--- src/hw/rtl/pts_pkg.sv ---
`timescale 1ns / 1ps

package pts_pkg;

   typedef enum logic [2:0] {
      TK_IDENT   = 3'd0,
      TK_INCLUDE = 3'd1,
      TK_DEFINE  = 3'd2,
      TK_STRING  = 3'd3,
      TK_POUND   = 3'd4,
      TK_LANGLE  = 3'd5,
      TK_RANGLE  = 3'd6,
      TK_END     = 3'd7
   } token_kind_type;

   typedef enum logic [11:0] {
      SM_IDLE     = 12'b0000_0000_0001,
      SM_IDENT    = 12'b0000_0000_0010,
      SM_STR      = 12'b0000_0000_0100,
      SM_STR_ESC  = 12'b0000_0000_1000,
      SM_DEC      = 12'b0000_0001_0000,
      SM_ZERO     = 12'b0000_0010_0000,
      SM_HEX      = 12'b0000_0100_0000,
      SM_BIN      = 12'b0000_1000_0000,
      SM_OCT      = 12'b0001_0000_0000,
      SM_CH_OPEN  = 12'b0010_0000_0000,
      SM_CH_ESC   = 12'b0100_0000_0000,
      SM_CH_CLOSE = 12'b1000_0000_0000
   } scan_mode_type;

   localparam logic [7:0] CH_TAB    = 8'h09;
   localparam logic [7:0] CH_NL     = 8'h0A;
   localparam logic [7:0] CH_SPACE  = 8'h20;
   localparam logic [7:0] CH_DQUOTE = 8'h22;
   localparam logic [7:0] CH_POUND  = 8'h23;
   localparam logic [7:0] CH_APOS   = 8'h27;
   localparam logic [7:0] CH_ZERO   = 8'h30;
   localparam logic [7:0] CH_LT     = 8'h3C;
   localparam logic [7:0] CH_GT     = 8'h3E;
   localparam logic [7:0] CH_BSLASH = 8'h5C;
   localparam logic [7:0] CH_B      = 8'h62;
   localparam logic [7:0] CH_N      = 8'h6E;
   localparam logic [7:0] CH_T      = 8'h74;
   localparam logic [7:0] CH_X      = 8'h78;

   localparam int INCLUDE_LEN = 7;
   localparam int DEFINE_LEN  = 6;

   typedef struct packed {
      scan_mode_type  mode;
      logic           tok_valid;
      token_kind_type tok_kind;
      logic           start_ident;
      logic           start_str;
   } dispatch_type;

   typedef struct packed {
      logic           clear;
      logic           append;
      logic [7:0]     append_char;
      logic           load_token;
      token_kind_type token_kind;
      logic           load_run;
      token_kind_type run_kind;
      logic           run_start;
      logic           run_next;
   } dp_cmd_type;

   typedef struct packed {
      logic out_free;
      logic is_include;
      logic is_define;
      logic run_last;
   } dp_status_type;

   function automatic logic is_alpha(input logic [7:0] c);
      return (c >= 8'h61 && c <= 8'h7A) || (c >= 8'h41 && c <= 8'h5A) || c == 8'h5F;
   endfunction

   function automatic logic is_digit(input logic [7:0] c);
      return c >= 8'h30 && c <= 8'h39;
   endfunction

   function automatic logic is_hex(input logic [7:0] c);
      return is_digit(c) || (c >= 8'h61 && c <= 8'h66) || (c >= 8'h41 && c <= 8'h46);
   endfunction

   function automatic logic is_oct(input logic [7:0] c);
      return c >= 8'h30 && c <= 8'h37;
   endfunction

   function automatic logic [7:0] include_char(input logic [2:0] i);
      logic [7:0] r;
      unique case (i)
         3'd0: r = 8'h69;
         3'd1: r = 8'h6E;
         3'd2: r = 8'h63;
         3'd3: r = 8'h6C;
         3'd4: r = 8'h75;
         3'd5: r = 8'h64;
         3'd6: r = 8'h65;
         default: r = 8'h00;
      endcase
      return r;
   endfunction

   function automatic logic [7:0] define_char(input logic [2:0] i);
      logic [7:0] r;
      unique case (i)
         3'd0: r = 8'h64;
         3'd1: r = 8'h65;
         3'd2: r = 8'h66;
         3'd3: r = 8'h69;
         3'd4: r = 8'h6E;
         3'd5: r = 8'h65;
         default: r = 8'h00;
      endcase
      return r;
   endfunction

   // idle-mode handling of one character
   function automatic dispatch_type dispatch(input logic [7:0] c);
      dispatch_type d;
      d = '{mode: SM_IDLE, tok_valid: 1'b0, tok_kind: TK_IDENT,
            start_ident: 1'b0, start_str: 1'b0};
      if (is_alpha(c)) begin
         d.mode        = SM_IDENT;
         d.start_ident = 1'b1;
      end else if (is_digit(c)) begin
         d.mode = (c == CH_ZERO) ? SM_ZERO : SM_DEC;
      end else if (c == CH_DQUOTE) begin
         d.mode      = SM_STR;
         d.start_str = 1'b1;
      end else if (c == CH_APOS) begin
         d.mode = SM_CH_OPEN;
      end else if (c == CH_POUND) begin
         d.tok_valid = 1'b1;
         d.tok_kind  = TK_POUND;
      end else if (c == CH_LT) begin
         d.tok_valid = 1'b1;
         d.tok_kind  = TK_LANGLE;
      end else if (c == CH_GT) begin
         d.tok_valid = 1'b1;
         d.tok_kind  = TK_RANGLE;
      end
      return d;
   endfunction

endpackage

--- src/hw/rtl/preprocessor_token_scanner.sv ---
`timescale 1ns / 1ps

// Lexical scanner for a small preprocessor subset. One source character enters per
// item on req (tuser marks end of input); tokens leave on rsp, one item per
// identifier or string character, or one item per keyword, '#', '<', '>' or END.
// A character that produces no result, or one single-item token, needs no extra step.
// Identifier and string runs are read back from the text buffer through its registered
// read port, with a read step and an output step per emitted character; input is held
// off meanwhile. A token after a run or a keyword takes an extra token step. Text beyond
// MAX_TEXT_LEN characters is dropped and the run is marked truncated.
module preprocessor_token_scanner
   import pts_pkg::*;
#(
   parameter int MAX_TEXT_LEN = 32
) (
   input  logic       clock,
   input  logic       reset,
   input  logic       req_tvalid,
   output logic       req_tready,
   input  logic [7:0] req_tdata,   // [7:0] char_code
   input  logic       req_tuser,   // [0] end_of_input
   output logic       rsp_tvalid,
   input  logic       rsp_tready,
   output logic [7:0] rsp_tdata,   // [7:0] char_value
   output logic       rsp_tlast,
   output logic [4:0] rsp_tuser    // [2:0] token_kind, [3] char_valid, [4] truncated
);

   dp_cmd_type    cmd;
   dp_status_type status;

   pts_ctrl u_ctrl (
      .clock      (clock),
      .reset      (reset),
      .req_tvalid (req_tvalid),
      .req_tready (req_tready),
      .req_tdata  (req_tdata),
      .req_tuser  (req_tuser),
      .status     (status),
      .cmd        (cmd)
   );

   pts_data #(
      .MAX_TEXT_LEN (MAX_TEXT_LEN)
   ) u_data (
      .clock      (clock),
      .reset      (reset),
      .cmd        (cmd),
      .status     (status),
      .rsp_tvalid (rsp_tvalid),
      .rsp_tready (rsp_tready),
      .rsp_tdata  (rsp_tdata),
      .rsp_tlast  (rsp_tlast),
      .rsp_tuser  (rsp_tuser)
   );

endmodule

--- src/hw/rtl/pts_ctrl.sv ---
`timescale 1ns / 1ps

module pts_ctrl
   import pts_pkg::*;
(
   input  logic          clock,
   input  logic          reset,
   input  logic          req_tvalid,
   output logic          req_tready,
   input  logic [7:0]    req_tdata,
   input  logic          req_tuser,
   input  dp_status_type status,
   output dp_cmd_type    cmd
);

   typedef enum logic [3:0] {
      ST_SCAN   = 4'b0001,
      ST_RUN_RD = 4'b0010,
      ST_RUN_OUT = 4'b0100,
      ST_TOKEN  = 4'b1000
   } ctrl_state_type;

   ctrl_state_type state_ff, state_in;
   scan_mode_type  mode_ff, mode_in;
   logic           pend_valid_ff, pend_valid_in;
   token_kind_type pend_kind_ff, pend_kind_in;
   token_kind_type run_kind_ff, run_kind_in;

   dispatch_type   disp;
   logic           accept;
   logic           do_disp, flush, close_str, clr, app, tok_valid, keyword, run_needed;
   logic [7:0]     app_char;
   token_kind_type tok_kind;
   logic [7:0]     c;

   assign c          = req_tdata;
   assign disp       = dispatch(c);
   assign req_tready = (state_ff == ST_SCAN) && status.out_free;
   assign accept     = req_tvalid && req_tready;

   always_comb begin
      do_disp   = 1'b0;
      flush     = 1'b0;
      close_str = 1'b0;
      clr       = 1'b0;
      app       = 1'b0;
      app_char  = c;
      tok_valid = 1'b0;
      tok_kind  = TK_END;
      mode_in   = mode_ff;
      if (accept) begin
         if (req_tuser) begin
            flush     = (mode_ff == SM_IDENT);
            tok_valid = 1'b1;
            tok_kind  = TK_END;
            clr       = 1'b1;
            mode_in   = SM_IDLE;
         end else begin
            unique case (mode_ff)
               SM_IDENT: begin
                  if (is_alpha(c) || is_digit(c)) begin
                     app = 1'b1;
                  end else begin
                     flush   = 1'b1;
                     do_disp = 1'b1;
                  end
               end
               SM_STR: begin
                  priority if (c == CH_DQUOTE) begin
                     close_str = 1'b1;
                     mode_in   = SM_IDLE;
                  end else if (c == CH_BSLASH) begin
                     mode_in = SM_STR_ESC;
                  end else if (c == CH_NL) begin
                     clr     = 1'b1;
                     mode_in = SM_IDLE;
                  end else begin
                     app = 1'b1;
                  end
               end
               SM_STR_ESC: begin
                  mode_in = SM_STR;
                  app     = (c != CH_NL);
                  priority if (c == CH_N) begin
                     app_char = CH_NL;
                  end else if (c == CH_T) begin
                     app_char = CH_TAB;
                  end else if (c == CH_ZERO) begin
                     app_char = 8'h00;
                  end else begin
                     app_char = c;
                  end
               end
               SM_DEC: do_disp = !is_digit(c);
               SM_ZERO: begin
                  priority if (c == CH_X) begin
                     mode_in = SM_HEX;
                  end else if (c == CH_B) begin
                     mode_in = SM_BIN;
                  end else if (is_oct(c)) begin
                     mode_in = SM_OCT;
                  end else begin
                     do_disp = 1'b1;
                  end
               end
               SM_HEX: do_disp = !is_hex(c);
               SM_BIN: do_disp = !(c == CH_ZERO || c == 8'h31);
               SM_OCT: do_disp = !is_oct(c);
               SM_CH_OPEN: mode_in = (c == CH_BSLASH) ? SM_CH_ESC : SM_CH_CLOSE;
               SM_CH_ESC: mode_in = SM_CH_CLOSE;
               SM_CH_CLOSE: begin
                  if (c == CH_APOS) begin
                     mode_in = SM_IDLE;
                  end else begin
                     do_disp = 1'b1;
                  end
               end
               SM_IDLE: do_disp = 1'b1;
               default: do_disp = 1'b1;
            endcase
            if (do_disp) begin
               mode_in   = disp.mode;
               tok_valid = disp.tok_valid;
               tok_kind  = disp.tok_kind;
               if (disp.start_ident) begin
                  clr = 1'b1;
                  app = 1'b1;
               end
               if (disp.start_str) begin
                  clr = 1'b1;
               end
            end
         end
      end
   end

   assign keyword    = flush && (status.is_include || status.is_define);
   assign run_needed = close_str || (flush && !keyword);

   always_comb begin
      cmd           = '0;
      cmd.token_kind = TK_END;
      cmd.run_kind  = run_kind_ff;
      state_in      = state_ff;
      pend_valid_in = pend_valid_ff;
      pend_kind_in  = pend_kind_ff;
      run_kind_in   = run_kind_ff;
      unique case (state_ff)
         ST_SCAN: begin
            if (accept) begin
               cmd.clear       = (clr || keyword) && !run_needed;
               cmd.append      = app;
               cmd.append_char = app_char;
               if (keyword) begin
                  cmd.load_token = 1'b1;
                  cmd.token_kind = status.is_include ? TK_INCLUDE : TK_DEFINE;
                  pend_valid_in  = tok_valid;
                  pend_kind_in   = tok_kind;
                  state_in       = tok_valid ? ST_TOKEN : ST_SCAN;
               end else if (run_needed) begin
                  cmd.run_start = 1'b1;
                  run_kind_in   = close_str ? TK_STRING : TK_IDENT;
                  pend_valid_in = tok_valid;
                  pend_kind_in  = tok_kind;
                  state_in      = ST_RUN_RD;
               end else if (tok_valid) begin
                  cmd.load_token = 1'b1;
                  cmd.token_kind = tok_kind;
               end
            end
         end
         ST_RUN_RD: state_in = ST_RUN_OUT;
         ST_RUN_OUT: begin
            if (status.out_free) begin
               cmd.load_run = 1'b1;
               if (status.run_last) begin
                  cmd.clear = 1'b1;
                  state_in  = pend_valid_ff ? ST_TOKEN : ST_SCAN;
               end else begin
                  cmd.run_next = 1'b1;
                  state_in     = ST_RUN_RD;
               end
            end
         end
         ST_TOKEN: begin
            if (status.out_free) begin
               cmd.load_token = 1'b1;
               cmd.token_kind = pend_kind_ff;
               pend_valid_in  = 1'b0;
               state_in       = ST_SCAN;
            end
         end
         default: state_in = ST_SCAN;
      endcase
   end

   always_ff @(posedge clock) begin
      if (reset) begin
         state_ff      <= ST_SCAN;
         mode_ff       <= SM_IDLE;
         pend_valid_ff <= 1'b0;
      end else begin
         state_ff      <= state_in;
         mode_ff       <= mode_in;
         pend_valid_ff <= pend_valid_in;
      end
   end

   always_ff @(posedge clock) begin
      pend_kind_ff <= pend_kind_in;
      run_kind_ff  <= run_kind_in;
   end

   a_rd_then_out: assert property (@(posedge clock) disable iff (reset)
      state_ff == ST_RUN_RD |=> state_ff == ST_RUN_OUT)
      else $error("run read not followed by output step");

   a_token_pending: assert property (@(posedge clock) disable iff (reset)
      state_ff == ST_TOKEN |-> pend_valid_ff)
      else $error("token step without a pending token");

   a_mode_still: assert property (@(posedge clock) disable iff (reset)
      state_ff != ST_SCAN |=> $stable(mode_ff))
      else $error("scan mode changed while emitting");

endmodule

--- src/hw/rtl/pts_data.sv ---
`timescale 1ns / 1ps

module pts_data
   import pts_pkg::*;
#(
   parameter int MAX_TEXT_LEN = 32
) (
   input  logic          clock,
   input  logic          reset,
   input  dp_cmd_type    cmd,
   output dp_status_type status,
   output logic          rsp_tvalid,
   input  logic          rsp_tready,
   output logic [7:0]    rsp_tdata,
   output logic          rsp_tlast,
   output logic [4:0]    rsp_tuser
);

   localparam int LEN_W = $clog2(MAX_TEXT_LEN + 1);
   localparam int IDX_W = $clog2(MAX_TEXT_LEN);

   logic [7:0]       text_buf_ff [MAX_TEXT_LEN];
   logic [LEN_W-1:0] len_ff, len_in;
   logic             ovf_ff, ovf_in;
   logic             inc_ok_ff, inc_ok_in;
   logic             def_ok_ff, def_ok_in;
   logic [IDX_W-1:0] idx_ff, idx_in;
   logic [7:0]       rd_data_ff;

   logic             out_valid_ff, out_valid_in;
   token_kind_type   out_kind_ff, out_kind_in;
   logic [7:0]       out_char_ff, out_char_in;
   logic             out_cvalid_ff, out_cvalid_in;
   logic             out_last_ff, out_last_in;
   logic             out_trunc_ff, out_trunc_in;

   logic [LEN_W-1:0] pos;
   logic             room, wr_en, out_free, run_last;

   assign pos      = cmd.clear ? '0 : len_ff;
   assign room     = pos < LEN_W'(MAX_TEXT_LEN);
   assign wr_en    = cmd.append && room;
   assign out_free = !out_valid_ff || rsp_tready;
   assign run_last = (len_ff == '0) || (LEN_W'(idx_ff) + LEN_W'(1) == len_ff);

   assign status.out_free   = out_free;
   assign status.is_include = !ovf_ff && len_ff == LEN_W'(INCLUDE_LEN) && inc_ok_ff;
   assign status.is_define  = !ovf_ff && len_ff == LEN_W'(DEFINE_LEN) && def_ok_ff;
   assign status.run_last   = run_last;

   always_comb begin
      len_in    = cmd.clear ? '0 : len_ff;
      ovf_in    = cmd.clear ? 1'b0 : ovf_ff;
      inc_ok_in = cmd.clear ? 1'b1 : inc_ok_ff;
      def_ok_in = cmd.clear ? 1'b1 : def_ok_ff;
      if (cmd.append) begin
         if (room) begin
            len_in = pos + LEN_W'(1);
         end else begin
            ovf_in = 1'b1;
         end
         inc_ok_in = inc_ok_in && pos < LEN_W'(INCLUDE_LEN)
                     && cmd.append_char == include_char(pos[2:0]);
         def_ok_in = def_ok_in && pos < LEN_W'(DEFINE_LEN)
                     && cmd.append_char == define_char(pos[2:0]);
      end
   end

   always_comb begin
      idx_in = idx_ff;
      if (cmd.run_start) begin
         idx_in = '0;
      end else if (cmd.run_next) begin
         idx_in = idx_ff + IDX_W'(1);
      end
   end

   always_comb begin
      out_valid_in  = out_valid_ff && !rsp_tready;
      out_kind_in   = out_kind_ff;
      out_char_in   = out_char_ff;
      out_cvalid_in = out_cvalid_ff;
      out_last_in   = out_last_ff;
      out_trunc_in  = out_trunc_ff;
      priority if (cmd.load_token) begin
         out_valid_in  = 1'b1;
         out_kind_in   = cmd.token_kind;
         out_char_in   = 8'h00;
         out_cvalid_in = 1'b0;
         out_last_in   = 1'b1;
         out_trunc_in  = 1'b0;
      end else if (cmd.load_run) begin
         out_valid_in  = 1'b1;
         out_kind_in   = cmd.run_kind;
         out_char_in   = (len_ff == '0) ? 8'h00 : rd_data_ff;
         out_cvalid_in = (len_ff != '0);
         out_last_in   = run_last;
         out_trunc_in  = ovf_ff;
      end else begin
         out_kind_in = out_kind_ff;
      end
   end

   always_ff @(posedge clock) begin
      if (wr_en) begin
         text_buf_ff[pos[IDX_W-1:0]] <= cmd.append_char;
      end
      rd_data_ff <= text_buf_ff[idx_ff];
   end

   always_ff @(posedge clock) begin
      if (reset) begin
         len_ff       <= '0;
         ovf_ff       <= 1'b0;
         inc_ok_ff    <= 1'b1;
         def_ok_ff    <= 1'b1;
         out_valid_ff <= 1'b0;
      end else begin
         len_ff       <= len_in;
         ovf_ff       <= ovf_in;
         inc_ok_ff    <= inc_ok_in;
         def_ok_ff    <= def_ok_in;
         out_valid_ff <= out_valid_in;
      end
   end

   always_ff @(posedge clock) begin
      idx_ff        <= idx_in;
      out_kind_ff   <= out_kind_in;
      out_char_ff   <= out_char_in;
      out_cvalid_ff <= out_cvalid_in;
      out_last_ff   <= out_last_in;
      out_trunc_ff  <= out_trunc_in;
   end

   assign rsp_tvalid = out_valid_ff;
   assign rsp_tdata  = out_char_ff;
   assign rsp_tlast  = out_last_ff;
   assign rsp_tuser  = {out_trunc_ff, out_cvalid_ff, out_kind_ff};

   a_len_bound: assert property (@(posedge clock) disable iff (reset)
      len_ff <= LEN_W'(MAX_TEXT_LEN))
      else $error("text length beyond buffer");

   a_ovf_full: assert property (@(posedge clock) disable iff (reset)
      ovf_ff |-> len_ff == LEN_W'(MAX_TEXT_LEN))
      else $error("overflow flagged with buffer not full");

   a_load_free: assert property (@(posedge clock) disable iff (reset)
      (cmd.load_token || cmd.load_run) |-> out_free)
      else $error("result loaded over a waiting item");

   a_one_load: assert property (@(posedge clock) disable iff (reset)
      !(cmd.load_token && cmd.load_run))
      else $error("token and run item loaded together");

endmodule
--- config.mk ---
export PLATFORM = sky130hd
export DESIGN_NAME = preprocessor_token_scanner
export DESIGN_NICKNAME = d
export VERILOG_FILES = /design/src/hw/rtl/pts_pkg.sv /design/src/hw/rtl/preprocessor_token_scanner.sv /design/src/hw/rtl/pts_ctrl.sv /design/src/hw/rtl/pts_data.sv
export SDC_FILE = /design/constraint.sdc
export NUM_CORES = 1
export LEC_CHECK = 0
export ABC_CLOCK_PERIOD_IN_PS = 5900
export CORE_ASPECT_RATIO = 1.75
export CORE_MARGIN = 3
export CORE_UTILIZATION = 64
export CTS_BUF_LIST = sky130_fd_sc_hd__clkbuf_8 sky130_fd_sc_hd__clkbuf_16
export CTS_CLUSTER_SIZE = 20
export DETAILED_ROUTE_END_ITERATION = 12
export DONT_BUFFER_PORTS = 1
export PLACE_DENSITY = 0.9
export SLEW_MARGIN = 20
export SYNTH_ARGS = -nofsm -noshare
export SYNTH_HDL_FRONTEND = slang
export SYNTH_SLANG_ARGS = --single-unit
--- constraint.sdc ---
create_clock -name clock -period 5.9 [get_ports clock]
set_clock_uncertainty 0.1 [all_clocks]
set_input_delay 0.295 -clock clock [delete_from_list [all_inputs] [get_ports clock]]
set_output_delay 0.295 -clock clock [all_outputs]
set_load 0.02 [all_outputs]
==> run summary <==
Routed wire per std cell - 28.2 µm
Sw Share - 20.8%
Net Sw Power - 0.000885 W
crit-path cells - nand2_1, nor3_1, nor4b_1, a21oi_1, o32ai_4, a21oi_2, and2_1, ha_1, nand2_1, nor2_1
H-tree Lvls - 1
CTS Buf Count - 26
power share of the clock group - 40.5%
TNS Setup - 0 ns
arrival time at the worst endpoint - 5.37 ns
Die X - 118 µm
Design Area, Final - 15,100 µm²
Leak Pwr - 4.59 nW
Final nets - 940
met1 Use GR - 35.3%
DR vias - 8,772
Combinational Power Share - 3.0%
cell-internal power - 0.00338 W
GR Util met3 - 4.39%
DRC Markers - 0
Critical path buffers and inverters - 0
worst hold path class - primary input to register
RSZ-0062 raised after global routing - no
fin crit share - 90.1%
Max-Cap Viols - 0
max-slew violations - 0
Mapped Cells - 927
# IOs - 29
P per Cell Area - 282 nW/µm²
area of the multi-input gates - 4700 µm²
hpwl dp - 22,400 µm
Worst path most repeated cell - nand2_1
final hold viol count - 0
setup ws final - 0.584 ns
gpl congestion - 1.01
# rows - 70
Syn. warnings - 0
Mapped Nets - 946
Slew @ Worst Pin - 0.992 ns
Yosys reg bits - 314
Synth Flop Type - edfxtp_1
Die Y - 201 µm
number of flops mapped to enable cells by yosys - 263
Layout area overhead - 8.34%
clk sinks - 314
Synth async-reset ratio - 0%
DRT antenna net count - 0
Antenna diodes - 0
Crit Path Max Fanout - 13
first-pass GRT wire length - 53,900 µm
f_max - 0.188 GHz
met2 Resource Use GR - 53.1%
most frequent cell after synthesis - edfxtp_1
CTS tree - yes
Non-Filler Instances - 1,227
Placement Setup Slack - 0.923 ns
Slowest cell on crit path - dfxtp_1
initial core utilization - 65.7%
synth top area cells - edfxtp_1 57%, mux4_2 13%, dfxtp_1 7.3%
min cycle time layout - 5.32 ns
Starting DRT DRC Count - 1,166
critical path's largest stage delay - 0.87 ns
Worst-path clk slew - 0.07 ns
final setup fails - 0
port bufs - 0
core area - 21,200 µm²
layout cells sized above 1 - 19.1%
Worst Setup End Kind - register
Resize count post-CTS - 0
initial antenna violation count - 0
Seq/Total Area, Yosys - 64.0%
Netlist cell types - 79
fillcell total - 1,287
Slew HR - 32.9%
sequential power share - 56.5%
dominant cell type by area after synthesis - edfxtp_1
number of global-route vias before repair - 8,833
Max Root-Sink Buffers - 3
share of the synthesized area in the top cell type - 56.7%
via-per-instance ratio - 7.15
Largest delay share family, worst path - simple AND/OR/NAND/NOR gates
CTS root buf - clkbuf_16
placed cell area - 14,200 µm²
largest net degree at the start of global routing - 38
Placed Instances - 1,176
CP Class - register to register
Tot GR Track Use - 29.8%
Skew-Pair Late Insertion Delay - 0.55 ns
busiest grt layer - met2
grt total ovfl - 0
required time at the worst-slack endpoint - 5.95 ns
top post-synthesis cells by count - 263 x edfxtp_1, 83 x nor2_1, 80 x mux4_2, 51 x dfxtp_1, 50 x nand2_1
Max VDD drop - 273 µV
startpoint types - register
drt pass-1 iters - 7
Die ar. - 23,700 µm²
Post-Route WL - 34,600 µm
register area - 8920 µm²
Syn Area/Cell - 15.0 µm²
status - finished, final reports clean
Mapped Area - 13,900 µm²
-- per-layer routing --
| layer | wire length (µm) | part of all wire [%] |
|---|---|---|
| met5 | 0 | 0 |
| met4 | 2250 | 6.5 |
| met3 | 2890 | 8.3 |
| met2 | 18300 | 53 |
| met1 | 11200 | 32 |
-- power groups by stage --
| stage | combinational, W | sequential [W] | clock [W] |
|---|---|---|---|
| 2_1_floorplan | 0.0000850 | 0.00246 | 0 |
| 3_3_place_gp | 0.000113 | 0.00246 | 0 |
| 3_5_place_dp | 0.000117 | 0.00246 | 0 |
| 4_1_cts | 0.000124 | 0.00241 | 0.00174 |
| 5_1_grt | 0.000137 | 0.00241 | 0.00181 |
| 6_report | 0.000127 | 0.00241 | 0.00173 |
-- registers in the layout (all words and copies together) (netlist names), 3 cells and up --
| register | flops |
|---|---|
| u_ctrl.mode_ff | 12 |
| u_ctrl.pend_kind_ff | 3 |
| u_ctrl.state_ff | 4 |
| u_data.idx_ff | 5 |
| u_data.len_ff | 6 |
| u_data.out_kind_ff | 3 |
| u_data.rd_data_ff | 8 |
| u_data.rsp_tdata | 8 |
| u_data.text_buf_ff | 256 |
-- logic make-up after synthesis --
kind of cell / synth area share [%]
and+or+nand+nor: 11.0
xor gates and xnor gates: 1.07
muxes: 14.3
AOI/OAI and AO/OA: 6.63
adders and majority gates: 0.539
buffers and inverters: 2.42
DFF: 64.0
-- cell type report --
cell class                      instances  area share (%)
Inverter                               20           0.497
Clock inverter                         20            1.30
Tap cell                              288            2.39
Timing Repair Buffer                   24            1.28
Sequential cell                       314            59.1
Clock buffer                           26            4.31
Multi-Input combinational cell        535            31.1
-- per-stage QoR --
stage	power [W]	utilization (%)	hold slack [ns]
after floorplan	0.00254	-	0.320
after global routing	0.00436	71.2	0.0795
after global placement	0.00257	67.0	0.267
after detailed placement	0.00258	67.0	0.268
after CTS	0.00427	71.2	0.00501
final	0.00427	71.2	0.0140
-- final timing paths --
check,startpoint,endpoint,slack (ns),cells after the start
min,req_tdata[2],u_ctrl.mode_ff[6],0.01,4
min reg2reg,u_data.rd_data_ff[6],u_data.rsp_tdata[6],0.34,1
max,u_data.idx_ff[2],u_data.text_buf_ff[14][0],0.58,10
max reg2reg,u_data.idx_ff[2],u_data.text_buf_ff[14][0],0.58,10
-- worst register-to-register path: stages, from the launching register on --
cell     delay, ns
dfxtp_1       0.87
nand2_1       0.26
nor3_1        0.30
nor4b_1       0.08
a21oi_1       0.58
o32ai_4       0.20
a21oi_2       0.54
and2_1        0.32
ha_1          0.38
nand2_1       0.45
nor2_1        0.82
-- layout by cell type (no fill, tap or decap), types with 6 or more instances in the layout --
cell type	count
a22o_1	8
nand2_1	50
nor3_1	14
a21o_1	6
nor4b_1	7
nor4_1	15
and2_1	8
xnor2_1	7
clkbuf_16	26
nand3_1	23
nor2_1	81
nor2b_1	6
mux4_2	80
xor2_1	10
o211ai_1	10
and3_1	7
dfxtp_1	49
or3_1	14
nand2b_1	16
mux2_2	9
edfxtp_1	263
mux2i_1	8
buf_4	19
o21ai_0	21
inv_1	21
a21oi_1	38
nand4_1	14
ha_1	6
-- repair_timing --
item                                    CTS  global route
hold endpoints to repair                 25             0
endpoints found under the setup margin    0             0
buffers inserted                          0             0
hold buffers                              5             0
Note: power is estimated with default switching activity, not from simulation.
